==> config.mk <==
export PLATFORM = sky130hd
export DESIGN_NAME = three_level_priority_queue_flat
export DESIGN_NICKNAME = d
export VERILOG_FILES = /design/src/sv/tlpq_pkg.sv /design/src/sv/tlpq_if.sv /design/src/sv/tlpq_ctrl.sv /design/src/sv/tlpq_dp.sv /design/src/sv/three_level_priority_queue.sv /design/src/flat_wrapper.sv
export VERILOG_INCLUDE_DIRS = /design/src /design/src/sv
export SDC_FILE = /design/constraint.sdc
export NUM_CORES = 2
export LEC_CHECK = 0
export BUFFER_PORTS_ARGS = -buffer_cell sky130_fd_sc_hd__buf_2
export CAP_MARGIN = 20
export CORE_UTILIZATION = 35
export CTS_CLUSTER_SIZE = 30
export DETAILED_ROUTE_END_ITERATION = 8
export PLACE_DENSITY = 0.56
export SLEW_MARGIN = 10
export SYNTH_ARGS = -nofsm -noshare
export SYNTH_HDL_FRONTEND = slang
export SYNTH_SLANG_ARGS = --single-unit
==> constraint.sdc <==
create_clock -name clk -period 7.8 [get_ports clk]
set_input_delay 1.56 -clock clk [delete_from_list [all_inputs] [get_ports clk]]
set_output_delay 1.56 -clock clk [all_outputs]
set_load 0.05 [all_outputs]
==> src/sv/three_level_priority_queue_assert.svh <==
// Assertion macros used by the priority queue datapath.
`ifndef THREE_LEVEL_PRIORITY_QUEUE_ASSERT_SVH
`define THREE_LEVEL_PRIORITY_QUEUE_ASSERT_SVH

`ifndef SYNTHESIS

// Same-cycle implication, switched off while reset is held.
`define TLPQ_ASSERT_IMP(label, clk, rst_n, ante, cons, msg) \
    label: assert property (@(posedge clk) disable iff (!rst_n) (ante) |-> (cons)) \
        else $error(msg);

// Next-cycle implication, switched off while reset is held.
`define TLPQ_ASSERT_NXT(label, clk, rst_n, ante, cons, msg) \
    label: assert property (@(posedge clk) disable iff (!rst_n) (ante) |=> (cons)) \
        else $error(msg);

`else

`define TLPQ_ASSERT_IMP(label, clk, rst_n, ante, cons, msg)

`define TLPQ_ASSERT_NXT(label, clk, rst_n, ante, cons, msg)

`endif

`endif

==> src/sv/tlpq_pkg.sv <==
// Types and constants shared by the priority queue modules.
package tlpq_pkg;

    localparam int ID_W     = 16;
    localparam int NAME_W   = 32;
    localparam int ENTRY_W  = ID_W + NAME_W;
    localparam int NUM_CLASS = 3;

    typedef enum logic [1:0]
    {
        CMD_PUSH = 2'd0,
        CMD_POP  = 2'd1,
        CMD_PEEK = 2'd2,
        CMD_LIST = 2'd3
    } cmd_t;

    typedef enum logic [1:0]
    {
        ST_OK        = 2'd0,
        ST_FULL      = 2'd1,
        ST_EMPTY     = 2'd2,
        ST_BAD_CLASS = 2'd3
    } status_t;

    // Source of the fields loaded into the result register.
    typedef enum logic [1:0]
    {
        RES_PUSH  = 2'd0,
        RES_EMPTY = 2'd1,
        RES_TOP   = 2'd2,
        RES_WALK  = 2'd3
    } res_kind_t;

    typedef struct packed
    {
        logic      latch_req;
        logic      rd_top;
        logic      rd_walk;
        logic      load_out;
        res_kind_t res_kind;
        status_t   out_status;
        logic      out_last;
        logic      do_push;
        logic      do_pop;
        logic      walk_start;
        logic      walk_skip;
        logic      walk_step;
    } dp_cmd_t;

    typedef struct packed
    {
        cmd_t req_cmd;
        logic class_bad;
        logic class_full;
        logic all_empty;
        logic total_one;
        logic remain_one;
        logic walk_hit;
        logic out_free;
    } dp_sts_t;

endpackage

==> src/sv/tlpq_if.sv <==
// Request and result channel interfaces of the priority queue.
interface tlpq_req_if;
    logic                        valid;
    logic                        ready;
    logic [1:0]                  cmd;
    logic [1:0]                  class_sel;
    logic [tlpq_pkg::ID_W-1:0]   entry_id;
    logic [tlpq_pkg::NAME_W-1:0] entry_name;

    modport source (output valid, output cmd, output class_sel, output entry_id,
                    output entry_name, input ready);
    modport sink   (input valid, input cmd, input class_sel, input entry_id,
                    input entry_name, output ready);
endinterface

interface tlpq_rsp_if;
    logic                        valid;
    logic                        ready;
    logic [1:0]                  status;
    logic [1:0]                  out_class;
    logic [tlpq_pkg::ID_W-1:0]   out_id;
    logic [tlpq_pkg::NAME_W-1:0] out_name;
    logic                        last;

    modport source (output valid, output status, output out_class, output out_id,
                    output out_name, output last, input ready);
    modport sink   (input valid, input status, input out_class, input out_id,
                    input out_name, input last, output ready);
endinterface

==> src/sv/tlpq_ctrl.sv <==
// Controller state machine that sequences each request through the datapath.
module tlpq_ctrl
(
    input  logic              clk,
    input  logic              rst_n,
    input  logic              in_valid,
    output logic              in_ready,
    input  tlpq_pkg::dp_sts_t sts,
    output tlpq_pkg::dp_cmd_t cmd
);

    typedef enum logic [3:0]
    {
        S_IDLE = 4'b0001,
        S_EXEC = 4'b0010,
        S_WALK = 4'b0100,
        S_EMIT = 4'b1000
    } state_t;

    state_t state_reg;
    state_t state_next;

    always_ff @(posedge clk or negedge rst_n)
    begin
        if (!rst_n)
        begin
            state_reg <= S_IDLE;
        end
        else
        begin
            state_reg <= state_next;
        end
    end

    always_comb
    begin
        state_next     = state_reg;
        in_ready       = 1'b0;
        cmd            = '0;
        cmd.res_kind   = tlpq_pkg::RES_EMPTY;
        cmd.out_status = tlpq_pkg::ST_OK;
        case (state_reg)
            S_IDLE:
            begin
                // The head of the top class is read every idle cycle, so the
                // data is ready when a pop or peek arrives.
                in_ready   = 1'b1;
                cmd.rd_top = 1'b1;
                if (in_valid)
                begin
                    cmd.latch_req = 1'b1;
                    state_next    = S_EXEC;
                end
            end
            S_EXEC:
            begin
                if (sts.out_free)
                begin
                    cmd.load_out = 1'b1;
                    cmd.out_last = 1'b1;
                    state_next   = S_IDLE;
                    case (sts.req_cmd)
                        tlpq_pkg::CMD_PUSH:
                        begin
                            cmd.res_kind = tlpq_pkg::RES_PUSH;
                            if (sts.class_bad)
                            begin
                                cmd.out_status = tlpq_pkg::ST_BAD_CLASS;
                            end
                            else if (sts.class_full)
                            begin
                                cmd.out_status = tlpq_pkg::ST_FULL;
                            end
                            else
                            begin
                                cmd.do_push = 1'b1;
                            end
                        end
                        tlpq_pkg::CMD_POP, tlpq_pkg::CMD_PEEK:
                        begin
                            if (sts.all_empty)
                            begin
                                cmd.out_status = tlpq_pkg::ST_EMPTY;
                            end
                            else
                            begin
                                cmd.res_kind = tlpq_pkg::RES_TOP;
                                cmd.do_pop   = (sts.req_cmd == tlpq_pkg::CMD_POP);
                            end
                        end
                        tlpq_pkg::CMD_LIST:
                        begin
                            if (sts.all_empty)
                            begin
                                cmd.out_status = tlpq_pkg::ST_EMPTY;
                            end
                            else
                            begin
                                cmd.res_kind = tlpq_pkg::RES_TOP;
                                cmd.out_last = sts.total_one;
                                if (!sts.total_one)
                                begin
                                    cmd.walk_start = 1'b1;
                                    state_next     = S_WALK;
                                end
                            end
                        end
                        default:
                        begin
                            cmd.out_status = tlpq_pkg::ST_EMPTY;
                        end
                    endcase
                end
            end
            S_WALK:
            begin
                if (sts.walk_hit)
                begin
                    cmd.rd_walk = 1'b1;
                    state_next  = S_EMIT;
                end
                else
                begin
                    cmd.walk_skip = 1'b1;
                end
            end
            S_EMIT:
            begin
                if (sts.out_free)
                begin
                    cmd.load_out  = 1'b1;
                    cmd.res_kind  = tlpq_pkg::RES_WALK;
                    cmd.out_last  = sts.remain_one;
                    cmd.walk_step = 1'b1;
                    state_next    = sts.remain_one ? S_IDLE : S_WALK;
                end
            end
            default:
            begin
                state_next = S_IDLE;
            end
        endcase
    end

endmodule

==> src/sv/tlpq_dp.sv <==
// Datapath: class queues, entry memory, list walker and result register.
`include "three_level_priority_queue_assert.svh"

module tlpq_dp #(
    parameter int DEPTH = 16
)
(
    input  logic                        clk,
    input  logic                        rst_n,
    input  tlpq_pkg::dp_cmd_t           cmd,
    output tlpq_pkg::dp_sts_t           sts,
    input  logic [1:0]                  req_cmd,
    input  logic [1:0]                  req_class,
    input  logic [tlpq_pkg::ID_W-1:0]   req_id,
    input  logic [tlpq_pkg::NAME_W-1:0] req_name,
    output logic                        out_valid,
    input  logic                        out_ready,
    output logic [1:0]                  out_status,
    output logic [1:0]                  out_class,
    output logic [tlpq_pkg::ID_W-1:0]   out_id,
    output logic [tlpq_pkg::NAME_W-1:0] out_name,
    output logic                        out_last
);

    localparam int PTR_W  = (DEPTH > 1) ? $clog2(DEPTH) : 1;
    localparam int CNT_W  = $clog2(DEPTH + 1);
    localparam int SUM_W  = CNT_W + 1;
    localparam int TOT_W  = $clog2(3 * DEPTH + 1);
    localparam int MEM_D  = 3 * DEPTH;
    localparam int ADDR_W = $clog2(MEM_D);

    // Latched request.
    tlpq_pkg::cmd_t              cmd_reg;
    logic [1:0]                  class_reg;
    logic [tlpq_pkg::ID_W-1:0]   id_reg;
    logic [tlpq_pkg::NAME_W-1:0] name_reg;

    // Queue bookkeeping, one set per class.
    logic [CNT_W-1:0] fill_reg [3];
    logic [PTR_W-1:0] head_reg [3];
    logic [PTR_W-1:0] tail_reg [3];

    // List walker.
    logic [1:0]       walk_cls_reg;
    logic [CNT_W-1:0] walk_idx_reg;
    logic [TOT_W-1:0] remain_reg;

    // Entry memory: id in the upper bits, name handle in the lower bits.
    logic [tlpq_pkg::ENTRY_W-1:0] mem [MEM_D];
    logic [tlpq_pkg::ENTRY_W-1:0] rdata_reg;

    // Result register.
    logic                        out_valid_reg;
    tlpq_pkg::status_t           out_status_reg;
    logic [1:0]                  out_class_reg;
    logic [tlpq_pkg::ID_W-1:0]   out_id_reg;
    logic [tlpq_pkg::NAME_W-1:0] out_name_reg;
    logic                        out_last_reg;

    logic [1:0]       top_cls;
    logic [1:0]       push_cls;
    logic [CNT_W-1:0] push_fill;
    logic [PTR_W-1:0] push_tail;
    logic [PTR_W-1:0] top_head;
    logic [CNT_W-1:0] walk_fill;
    logic [PTR_W-1:0] walk_head;
    logic [TOT_W-1:0] total;
    logic [SUM_W-1:0] slot_sum;
    logic [PTR_W-1:0] walk_slot;
    logic [ADDR_W-1:0] top_base;
    logic [ADDR_W-1:0] walk_base;
    logic [ADDR_W-1:0] push_base;
    logic [ADDR_W-1:0] raddr;
    logic [ADDR_W-1:0] waddr;
    logic              out_free;
    logic              fill_in_range;
    logic              push_legal;

    function automatic logic [ADDR_W-1:0] class_base(input logic [1:0] c);
        logic [ADDR_W-1:0] b;
        case (c)
            2'd1:    b = ADDR_W'(DEPTH);
            2'd2:    b = ADDR_W'(2 * DEPTH);
            default: b = '0;
        endcase
        return b;
    endfunction

    assign top_cls  = (fill_reg[0] != '0) ? 2'd0 : ((fill_reg[1] != '0) ? 2'd1 : 2'd2);
    assign push_cls = class_reg - 2'd1;
    assign total    = TOT_W'(fill_reg[0]) + TOT_W'(fill_reg[1]) + TOT_W'(fill_reg[2]);

    always_comb
    begin
        case (push_cls)
            2'd0:
            begin
                push_fill = fill_reg[0];
                push_tail = tail_reg[0];
            end
            2'd1:
            begin
                push_fill = fill_reg[1];
                push_tail = tail_reg[1];
            end
            2'd2:
            begin
                push_fill = fill_reg[2];
                push_tail = tail_reg[2];
            end
            default:
            begin
                push_fill = '0;
                push_tail = '0;
            end
        endcase
    end

    always_comb
    begin
        case (top_cls)
            2'd0:    top_head = head_reg[0];
            2'd1:    top_head = head_reg[1];
            2'd2:    top_head = head_reg[2];
            default: top_head = '0;
        endcase
    end

    always_comb
    begin
        case (walk_cls_reg)
            2'd0:
            begin
                walk_fill = fill_reg[0];
                walk_head = head_reg[0];
            end
            2'd1:
            begin
                walk_fill = fill_reg[1];
                walk_head = head_reg[1];
            end
            2'd2:
            begin
                walk_fill = fill_reg[2];
                walk_head = head_reg[2];
            end
            default:
            begin
                walk_fill = '0;
                walk_head = '0;
            end
        endcase
    end

    // Both terms stay below DEPTH, so one subtract folds the slot back.
    assign slot_sum  = SUM_W'(walk_head) + SUM_W'(walk_idx_reg);
    assign walk_slot = (slot_sum >= SUM_W'(DEPTH)) ? PTR_W'(slot_sum - SUM_W'(DEPTH))
                                                    : PTR_W'(slot_sum);

    assign top_base  = class_base(top_cls);
    assign walk_base = class_base(walk_cls_reg);
    assign push_base = class_base(push_cls);
    assign raddr     = cmd.rd_walk ? (walk_base + ADDR_W'(walk_slot))
                                   : (top_base + ADDR_W'(top_head));
    assign waddr     = push_base + ADDR_W'(push_tail);

    assign out_free = !out_valid_reg || out_ready;

    assign sts.req_cmd    = cmd_reg;
    assign sts.class_bad  = (class_reg == 2'd0);
    assign sts.class_full = (push_fill == CNT_W'(DEPTH));
    assign sts.all_empty  = (total == '0);
    assign sts.total_one  = (total == TOT_W'(1));
    assign sts.remain_one = (remain_reg == TOT_W'(1));
    assign sts.walk_hit   = (walk_idx_reg < walk_fill);
    assign sts.out_free   = out_free;

    assign fill_in_range = (fill_reg[0] <= CNT_W'(DEPTH)) && (fill_reg[1] <= CNT_W'(DEPTH))
                           && (fill_reg[2] <= CNT_W'(DEPTH));
    assign push_legal    = !sts.class_full && !sts.class_bad;

    always_ff @(posedge clk)
    begin
        if (cmd.latch_req)
        begin
            cmd_reg   <= tlpq_pkg::cmd_t'(req_cmd);
            class_reg <= req_class;
            id_reg    <= req_id;
            name_reg  <= req_name;
        end
    end

    always_ff @(posedge clk)
    begin
        if (cmd.do_push)
        begin
            mem[waddr] <= {id_reg, name_reg};
        end
        if (cmd.rd_top || cmd.rd_walk)
        begin
            rdata_reg <= mem[raddr];
        end
    end

    always_ff @(posedge clk or negedge rst_n)
    begin
        if (!rst_n)
        begin
            for (int k = 0; k < 3; k++)
            begin
                fill_reg[k] <= '0;
                head_reg[k] <= '0;
                tail_reg[k] <= '0;
            end
        end
        else
        begin
            for (int k = 0; k < 3; k++)
            begin
                if (cmd.do_push && (push_cls == 2'(k)))
                begin
                    fill_reg[k] <= fill_reg[k] + 1'b1;
                    tail_reg[k] <= (tail_reg[k] == PTR_W'(DEPTH - 1)) ? '0
                                                                       : tail_reg[k] + 1'b1;
                end
                if (cmd.do_pop && (top_cls == 2'(k)))
                begin
                    fill_reg[k] <= fill_reg[k] - 1'b1;
                    head_reg[k] <= (head_reg[k] == PTR_W'(DEPTH - 1)) ? '0
                                                                       : head_reg[k] + 1'b1;
                end
            end
        end
    end

    always_ff @(posedge clk or negedge rst_n)
    begin
        if (!rst_n)
        begin
            walk_cls_reg <= '0;
            walk_idx_reg <= '0;
            remain_reg   <= '0;
        end
        else if (cmd.walk_start)
        begin
            walk_cls_reg <= top_cls;
            walk_idx_reg <= CNT_W'(1);
            remain_reg   <= total - 1'b1;
        end
        else if (cmd.walk_skip)
        begin
            walk_cls_reg <= walk_cls_reg + 2'd1;
            walk_idx_reg <= '0;
        end
        else if (cmd.walk_step)
        begin
            walk_idx_reg <= walk_idx_reg + 1'b1;
            remain_reg   <= remain_reg - 1'b1;
        end
    end

    always_ff @(posedge clk or negedge rst_n)
    begin
        if (!rst_n)
        begin
            out_valid_reg <= 1'b0;
        end
        else if (cmd.load_out)
        begin
            out_valid_reg <= 1'b1;
        end
        else if (out_ready)
        begin
            out_valid_reg <= 1'b0;
        end
    end

    always_ff @(posedge clk)
    begin
        if (cmd.load_out)
        begin
            out_last_reg <= cmd.out_last;
            case (cmd.res_kind)
                tlpq_pkg::RES_PUSH:
                begin
                    out_status_reg <= cmd.out_status;
                    out_class_reg  <= class_reg;
                    out_id_reg     <= '0;
                    out_name_reg   <= '0;
                end
                tlpq_pkg::RES_TOP:
                begin
                    out_status_reg <= tlpq_pkg::ST_OK;
                    out_class_reg  <= top_cls + 2'd1;
                    out_id_reg     <= rdata_reg[tlpq_pkg::ENTRY_W-1:tlpq_pkg::NAME_W];
                    out_name_reg   <= rdata_reg[tlpq_pkg::NAME_W-1:0];
                end
                tlpq_pkg::RES_WALK:
                begin
                    out_status_reg <= tlpq_pkg::ST_OK;
                    out_class_reg  <= walk_cls_reg + 2'd1;
                    out_id_reg     <= rdata_reg[tlpq_pkg::ENTRY_W-1:tlpq_pkg::NAME_W];
                    out_name_reg   <= rdata_reg[tlpq_pkg::NAME_W-1:0];
                end
                default:
                begin
                    out_status_reg <= tlpq_pkg::ST_EMPTY;
                    out_class_reg  <= '0;
                    out_id_reg     <= '0;
                    out_name_reg   <= '0;
                end
            endcase
        end
    end

    assign out_valid  = out_valid_reg;
    assign out_status = out_status_reg;
    assign out_class  = out_class_reg;
    assign out_id     = out_id_reg;
    assign out_name   = out_name_reg;
    assign out_last   = out_last_reg;

    `TLPQ_ASSERT_IMP(a_fill_bound, clk, rst_n, 1'b1, fill_in_range, "fill count above DEPTH")
    `TLPQ_ASSERT_IMP(a_push_legal, clk, rst_n, cmd.do_push, push_legal, "illegal push written")
    `TLPQ_ASSERT_IMP(a_pop_nonempty, clk, rst_n, cmd.do_pop, !sts.all_empty, "pop while empty")
    `TLPQ_ASSERT_IMP(a_load_free, clk, rst_n, cmd.load_out, out_free, "result overwritten")
    `TLPQ_ASSERT_NXT(a_load_valid, clk, rst_n, cmd.load_out, out_valid_reg, "result not shown")

endmodule

==> src/sv/three_level_priority_queue.sv <==
// Top level of the three-class strict-priority queue.
//
// Requests arrive on the request channel (cmd, class_sel, entry_id, entry_name) and
// results leave on the result channel (status, out_class, out_id, out_name, last);
// both use a valid/ready handshake and a request is taken when both are high.
// Push appends to the queue of its class, pop and peek report the oldest entry of
// the highest class that holds one, and list reports every stored entry, class 1
// first, with last set on the final result of the request.
// Push, pop, peek and every request that finds the queues empty give their single
// result from the result register, and no new request is taken until the controller
// is back in idle. List gives its first entry from the head read, then fetches each
// further entry before registering it, with an extra step each time the walk moves
// on from one class to the next, because each entry is fetched through the single
// read port of the entry memory. The next request is taken once the final result is
// registered.
// A single result register sits on the output: while the receiver stalls, the block
// may still take the next request, but it waits before overwriting a pending result.
// Reset empties all three queues at once; the entry memory needs no clearing, since
// only slots holding a pushed entry are ever reported.
module three_level_priority_queue #(
    parameter int DEPTH = 16
)
(
    input logic        clk,
    input logic        rst_n,
    tlpq_req_if.sink   request,
    tlpq_rsp_if.source result
);

    tlpq_pkg::dp_cmd_t dp_cmd;
    tlpq_pkg::dp_sts_t dp_sts;
    logic              in_ready;

    // The controller owns the request handshake and steps the datapath.
    tlpq_ctrl u_ctrl
    (
        .clk      (clk),
        .rst_n    (rst_n),
        .in_valid (request.valid),
        .in_ready (in_ready),
        .sts      (dp_sts),
        .cmd      (dp_cmd)
    );

    // The datapath holds the queues, the entry memory and the result register.
    tlpq_dp #(
        .DEPTH (DEPTH)
    ) u_dp
    (
        .clk        (clk),
        .rst_n      (rst_n),
        .cmd        (dp_cmd),
        .sts        (dp_sts),
        .req_cmd    (request.cmd),
        .req_class  (request.class_sel),
        .req_id     (request.entry_id),
        .req_name   (request.entry_name),
        .out_valid  (result.valid),
        .out_ready  (result.ready),
        .out_status (result.status),
        .out_class  (result.out_class),
        .out_id     (result.out_id),
        .out_name   (result.out_name),
        .out_last   (result.last)
    );

    assign request.ready = in_ready;

endmodule
==> src/flat_wrapper.sv <==
// flat-port wrapper written by rule: the top's interface ports become plain ports
module three_level_priority_queue_flat 
#(
    parameter int DEPTH = 16
)
  (clk, rst_n, request_valid, request_cmd, request_class_sel, request_entry_id, request_entry_name, request_ready, result_valid, result_status, result_out_class, result_out_id, result_out_name, result_last, result_ready);
  tlpq_req_if request_i ();
  tlpq_rsp_if result_i ();
  input logic clk;
  input logic rst_n;
  input wire logic [$bits(request_i.valid)-1:0] request_valid;
  input wire logic [$bits(request_i.cmd)-1:0] request_cmd;
  input wire logic [$bits(request_i.class_sel)-1:0] request_class_sel;
  input wire logic [$bits(request_i.entry_id)-1:0] request_entry_id;
  input wire logic [$bits(request_i.entry_name)-1:0] request_entry_name;
  output wire logic [$bits(request_i.ready)-1:0] request_ready;
  output wire logic [$bits(result_i.valid)-1:0] result_valid;
  output wire logic [$bits(result_i.status)-1:0] result_status;
  output wire logic [$bits(result_i.out_class)-1:0] result_out_class;
  output wire logic [$bits(result_i.out_id)-1:0] result_out_id;
  output wire logic [$bits(result_i.out_name)-1:0] result_out_name;
  output wire logic [$bits(result_i.last)-1:0] result_last;
  input wire logic [$bits(result_i.ready)-1:0] result_ready;
  assign request_i.valid = request_valid;
  assign request_i.cmd = request_cmd;
  assign request_i.class_sel = request_class_sel;
  assign request_i.entry_id = request_entry_id;
  assign request_i.entry_name = request_entry_name;
  assign request_ready = request_i.ready;
  assign result_valid = result_i.valid;
  assign result_status = result_i.status;
  assign result_out_class = result_i.out_class;
  assign result_out_id = result_i.out_id;
  assign result_out_name = result_i.out_name;
  assign result_last = result_i.last;
  assign result_i.ready = result_ready;
  three_level_priority_queue #(.DEPTH(DEPTH)) u_core (.clk(clk), .rst_n(rst_n), .request(request_i), .result(result_i));
endmodule
**After elaboration in Yosys (flattened, before gate mapping)**

Memory sizes are Yosys's and may differ from the RTL's. A register that Yosys moved wholly into a read port is not among the register bits.
Index checks and enable logic that the tools add are counted.

- $add $sub $neg: 25
- $mul: 0
- Div/mod/pow operators: 0
- Magnitude comparators: 2
- Equality and inequality tests: 29
- Shift-type cells: 0
- Multiplexer cells: 78
- Bitwise operators: 0
- Reduce and logical (&&, ||, !) cells: 30

Operator list:

| cell | number |
|---|---|
| 4-bit two-way mux | 13 |
| 5-bit two-way mux | 9 |
| 4-bit one-hot mux with 3 select lines | 3 |
| 6-bit one-hot mux with 2 select lines | 3 |
| 5-bit one-hot mux with 3 select lines | 2 |
| 4-bit equality test (second input constant) | 7 |
| 4-bit by 1-bit adder with 4-bit output (second input constant) | 6 |
| 1-bit two-way mux | 24 |
| 6-bit two-way mux | 4 |
| 5-bit by 1-bit adder with 5-bit output (second input constant) | 4 |
| 6-bit by 4-bit adder with 6-bit output | 3 |
| 2-bit two-way mux | 9 |
| 4-bit one-hot mux with 4 select lines | 1 |
| 5-bit by 1-bit subtractor with 5-bit output (second input constant) | 3 |
| 2-bit equality test (second input constant) | 7 |
| 6-bit by 1-bit equality test with 1-bit output (second input constant) | 2 |
| 2-bit zero test | 6 |
| 3-bit two-way mux | 4 |
| 2-bit nonzero test | 6 |
| 6-bit by 1-bit subtractor with 6-bit output (second input constant) | 2 |
| 5-bit nonzero test | 2 |
| 9-bit two-way mux | 1 |
| 2-bit by 1-bit equality test with 1-bit output (second input constant) | 4 |
| 4-bit one-hot mux with 2 select lines | 1 |
| 27 further kinds | 38 |

- Flip-flop bits (word level): 162
- Latch bits: 0
- Memory bits (writable): 2304
- Bits in read-only memories: 0
- Output and inout bits: 55
- Word-level logic and storage cells: 188
- Memories: 1

Memory list:

| name | depth | bits a word | rd ports | clocked after memory_dff | wr ports | line | RTL |
|---|---|---|---|---|---|---|---|
| u_core.u_dp.mem | 48 | 48 | 1 | 1 | 1 | tlpq_dp.sv:49 | `logic [tlpq_pkg::ENTRY_W-1:0] mem [MEM_D];` |

**Logic depth before layout (Yosys ltp)**

- Word-level depth: 12
- Depth in mapped cells: 20
- Gate-level depth less buffers: 17

**Hierarchy**

A second synthesis with hierarchy kept.

- Cell total of the unflattened synthesis: 5334
- Area, all modules: 97753.8 sq um

Modules (own cells, without submodules):

| module | times used | cells each | area each (sq um) |
|---|---|---|---|
| tlpq_dp | 1 | 5279 | 97262.0 |
| tlpq_ctrl | 1 | 55 | 491.7 |

**Worst setup path before layout**

OpenSTA, ideal clock, no wires.

- Kind: input -> register
- From: in result_ready
- To: mem u_core.u_dp.mem[15][0] (netlist bit), enable pin
- Setup time: 455 ps
- Arrival: 4776 ps
- Data required time: 7345 ps
- Slack: 2569 ps
- Cell stages on the path: 7
- Cell sequence: nand2b_1 and3_1 clkbuf_1 nand3_1 nor2b_1 nand2_1 nor2_1

- Word-level cells in the longest chain between the ends: 5

RTL lines:

| what | line | RTL |
|---|---|---|
| start: declaration | flat_wrapper.sv:23 | `input wire logic [$bits(result_i.ready)-1:0] result_ready;` |
| 1-bit logical OR | tlpq_dp.sv:167 | `assign out_free = !out_valid_reg \|\| out_ready;` |
| 9-bit two-way mux | tlpq_ctrl.sv:57 | `if (sts.out_free)` |
| 3-bit two-way mux | tlpq_ctrl.sv:42 | `case (state_reg)` |
| 1-bit two-way mux | tlpq_dp.sv:195 | `if (cmd.do_push)` |
| 1-bit two-way mux (implied by the code) | tlpq_dp.sv:197 | `mem[waddr] <= {id_reg, name_reg};` |
| end: declaration | tlpq_dp.sv:49 |  |

Every way passes these cells.

**Worst setup path in the final report**

- From: reg u_core.u_dp.walk_cls_reg[0]
- To: reg u_core.u_dp.rdata_reg[44] (netlist bit) (read register of u_core.u_dp.mem), data pin

- Word-level cells in the longest chain between the ends: 7
- Elaborated cells between the ends (all ways): 16
- Those cells by class: add/sub (3); order compare (2); eq/ne (2); mux (7); reduce/logical (2)

RTL lines:

| what | line | RTL |
|---|---|---|
| start: declaration | tlpq_dp.sv:44 | `logic [1:0] walk_cls_reg;` |
| start signal: assignment | tlpq_dp.sv:246 | `walk_cls_reg <= top_cls;` |
| start signal: assignment | tlpq_dp.sv:252 | `walk_cls_reg <= walk_cls_reg + 2'd1;` |
| 2-bit equality test, or another cell as far along | tlpq_dp.sv:81, tlpq_dp.sv:131 |  |
| 4-bit one-hot mux with 3 select lines | tlpq_dp.sv:131 | `case (walk_cls_reg)` |
| 4-bit by 5-bit adder with 6-bit output | tlpq_dp.sv:156 | `assign slot_sum = SUM_W'(walk_head) + SUM_W'(walk_idx_reg);` |
| 6-bit by 5-bit greater-or-equal comparator with 1-bit output / 4-bit by 1-bit subtractor with 4-bit output (equally long branches) | tlpq_dp.sv:157 | `assign walk_slot = (slot_sum >= SUM_W'(DEPTH)) ? PTR_W'(slot_sum - SUM_W'(DEPTH))` |
| 4-bit two-way mux | tlpq_dp.sv:157 |  |
| 6-bit by 4-bit adder with 6-bit output | tlpq_dp.sv:163 | `assign raddr = cmd.rd_walk ? (walk_base + ADDR_W'(walk_slot))` |
| 6-bit two-way mux | tlpq_dp.sv:163 |  |
| end: declaration | tlpq_dp.sv:50 | `logic [tlpq_pkg::ENTRY_W-1:0] rdata_reg;` |

Parallel ways exist; a longest one is shown, timed or not.
A chain may end at the register's enable or synchronous reset.

==> impl_metrics.ini <==
[clocking]
htree_levels = 5
cts_hold_buf = 0
root_buffer = clkbuf_16
clk_pin_slew_ns = 0.06
cts_setup_buffers = 0
numCtsBuffers = 267
cts_resized = 0
cts_sinks = 2514
clock_latency_ns = 0.85
cts_buffer_depth = 4
tritoncts = yes

[global_route]
overflow = 0
use_met1_pct = 29.6
grt_pass1_wl_um = 436000
met3_usage_pct = 3.13
grt_pass1_vias = 58900
grt_max_degree = 162
grt-busiest-layer = met2
antenna_found_initial = 10
use_met2_pct = 34.0
grt_usage_pct = 21.2

[sta]
fin_ws_ns = 1.90
skew_ns = 0.0546
fin_crit_sh_pct = 75.6
fin_tns_setup_ns = 0
max_freq_ghz = 0.170
slew_headroom_pct = 19.6
setup_viol_count_final = 0
whs_ns = 0.533
period_minus_slack_ns = 5.90
slew_violations = 0
hold_violations = 0
tightest_slew_ns = 1.21
grt_setup_unrepaired = no

[setup_path]
arrival_ns = 6.45
cp-end-kind = register
required_ns = 8.35
path_class = register to register
cp-start-kind = register
timing.critical_path.fanout_max = 21

[detailed_routing]
drc_errors = 22
drtIter0Drc = 8510
wirelength_um = 310000
drt_pass1_iterations = 9
ant_nets = 0
vias = 62800
routedWlPerCell_um = 28.1
via_per_inst = 5.68

[cells_and_area]
fin_util_pct = 40.4
fill_cells = 25500
area_delta_synth_final_pct = 14.6
multi_input_area_um2 = 21600
largest_reg_flops = 2304
drive_above_1_share_pct = 10.7
seqCellArea_um2 = 75200
nNetsFinal = 7226

[outcome]
status = finished, violations left
violations = design-rule violations

[power_and_ir_drop]
p_total_uw = 38100
p_seq_share_pct = 42.5
combPwrFrac_pct = 25.1
power_density_nw_per_um2 = 338
power.internal_uw = 25500
swShare_pct = 32.9
vdd_drop_max_mv = 0.383
p_sw_uw = 12500
p_leak_uw = 0.0367
p_clk_share_pct = 32.3

[yosys]
seq_area_frac_synth_pct = 76.4
syn_avg_cell_area_um2 = 14.0
syn_nets = 7106
synthFlopType = edfxtp_1
synth_area_um2 = 98400
synth_warnings = 0
async_flop_share_pct = 2.27
synth_cells = 7003
synth_seq_cells = 2514
synth_edf_count = 2457
synthDistinctLibCells = 69

[job]
cap_violations = 0

[place]
finalWeightedCongestion = 0.814
io_buffers = 110
dp_slack_ns = 1.97
dpl.hpwl_um = 162000

[floorplan]
die_y_um = 532
coreArea_um2 = 279000
rows = 194
die_w_um = 532
dieArea_um2 = 283000
start_util_pct = 35.2
ios = 111

[hold_path]
hp-class = register to register
-- placed cells by master (no fill, tap or decap), types with 7 or more instances in the layout --
cell / n
edfxtp_1: 2457
nand2_1: 1644
a21oi_1: 909
nand3_1: 302
clkbuf_16: 275
a32oi_1: 192
a221oi_1: 182
buf_4: 162
a22oi_1: 142
buf_2: 110
a31oi_1: 106
nor2_1: 58
clkbuf_1: 56
dfrtp_1: 56
or3_1: 51
and2_1: 50
buf_12: 50
clkinv_1: 49
mux2i_1: 48
nor2_4: 48
clkinv_2: 39
ha_1: 38
o21ai_0: 33
xnor2_1: 23
inv_1: 21
bufinv_16: 17
mux2_2: 15
xor2_1: 14
a2111oi_1: 11
a21o_1: 9
fa_1: 9
inv_6: 9
nor2b_1: 7
or2_2: 7
a222oi_1: 7
clkinvlp_4: 7
-- worst paths after layout --
path                       cells past startpoint                        start  slack [ns]                   endpoint
setup / recovery                              15  u_core.u_dp.walk_cls_reg[0]        1.90  u_core.u_dp.rdata_reg[44]
hold / removal                                 1     u_core.u_dp.tail_reg[10]        0.53   u_core.u_dp.tail_reg[10]
setup reg to reg                              15  u_core.u_dp.walk_cls_reg[0]        1.90  u_core.u_dp.rdata_reg[44]
hold reg to reg                                1     u_core.u_dp.tail_reg[10]        0.53   u_core.u_dp.tail_reg[10]
max in group asynchronous                      2                        rst_n        6.30    u_core.u_dp.fill_reg[1]
min in group asynchronous                      2                        rst_n        0.87      u_core.u_dp.out_valid
-- cells in the mapped netlist, drive strengths merged (36+ instances only) --
library cell | number | area (um2)
ha | 38 | 475
a21oi | 911 | 4560
a31oi | 107 | 669
a221oi | 182 | 1590
and2 | 52 | 325
nand2 | 1647 | 6180
nand3 | 302 | 1510
edfxtp | 2457 | 73800
dfrtp | 56 | 1400
or3 | 51 | 319
o21ai | 36 | 180
buf | 178 | 903
clkbuf | 298 | 1120
a32oi | 193 | 1700
a22oi | 142 | 1070
nor2 | 106 | 398
mux2i | 48 | 480
-- kinds of logic (layout without fill, tap and decap cells) --
kind of cell | after synthesis | in the layout | synth area share (%)
adders and majority gates | 47 | 47 | 0.666
other | 0 | 4 | 0
AOI/OAI and AO/OA | 1631 | 1631 | 10.5
DFF | 2514 | 2514 | 76.4
buffers and inverters | 499 | 814 | 2.14
muxes | 63 | 63 | 0.660
and+or+nand+nor | 2212 | 2212 | 9.27
xor gates and xnor gates | 37 | 37 | 0.329
-- layer usage --
metal	vias to the layer above	routed length, um
li1	26800	-
met1	32200	129000
met2	3222	144000
met3	512	27200
met4	2	9970
met5	-	11
-- through the flow --
step                instance area (um2)  cells
floorplan                         98400   7003
global placement                 104000  10600
detailed placement               104000  10600
CTS                              113000  11000
global route                     113000  11000
finish                           113000  11000
-- critical path, stage by stage, from the launching register on --
cell,delay [ns]
dfrtp_1,0.43
inv_1,0.15
ha_1,0.45
a222oi_1,0.13
or2_2,0.31
ha_1,0.30
nand2_1,0.13
a2111oi_4,0.42
or2_1,0.62
nor2_1,0.30
a2bb2oi_4,0.74
buf_4,0.50
a221oi_1,0.11
a2111oi_1,0.55
nor2_1,0.10
or3_1,0.37
-- area by class of cell --
| type | count | area share [%] |
|---|---|---|
| well taps | 3724 | 4.13 |
| multi-input cells | 3990 | 19.2 |
| repair buffers | 327 | 2.55 |
| clock buffers | 333 | 6.31 |
| inverters | 23 | 0.0788 |
| clock inverters | 131 | 1.04 |
| flip-flops and latches | 2514 | 66.7 |
| diodes | 4 | 0.00888 |
-- power by group through the flow --
stage / combinational, uW / sequential, uW / clock (uW)
6_report: 9560 / 16200 / 12300
5_1_grt: 10300 / 16200 / 12900
4_1_cts: 9520 / 16200 / 12500
3_5_place_dp: 9500 / 16500 / 0
3_3_place_gp: 9360 / 16500 / 0
2_1_floorplan: 5950 / 16800 / 0
No activity file was read; power rests on OpenSTA's default activity.
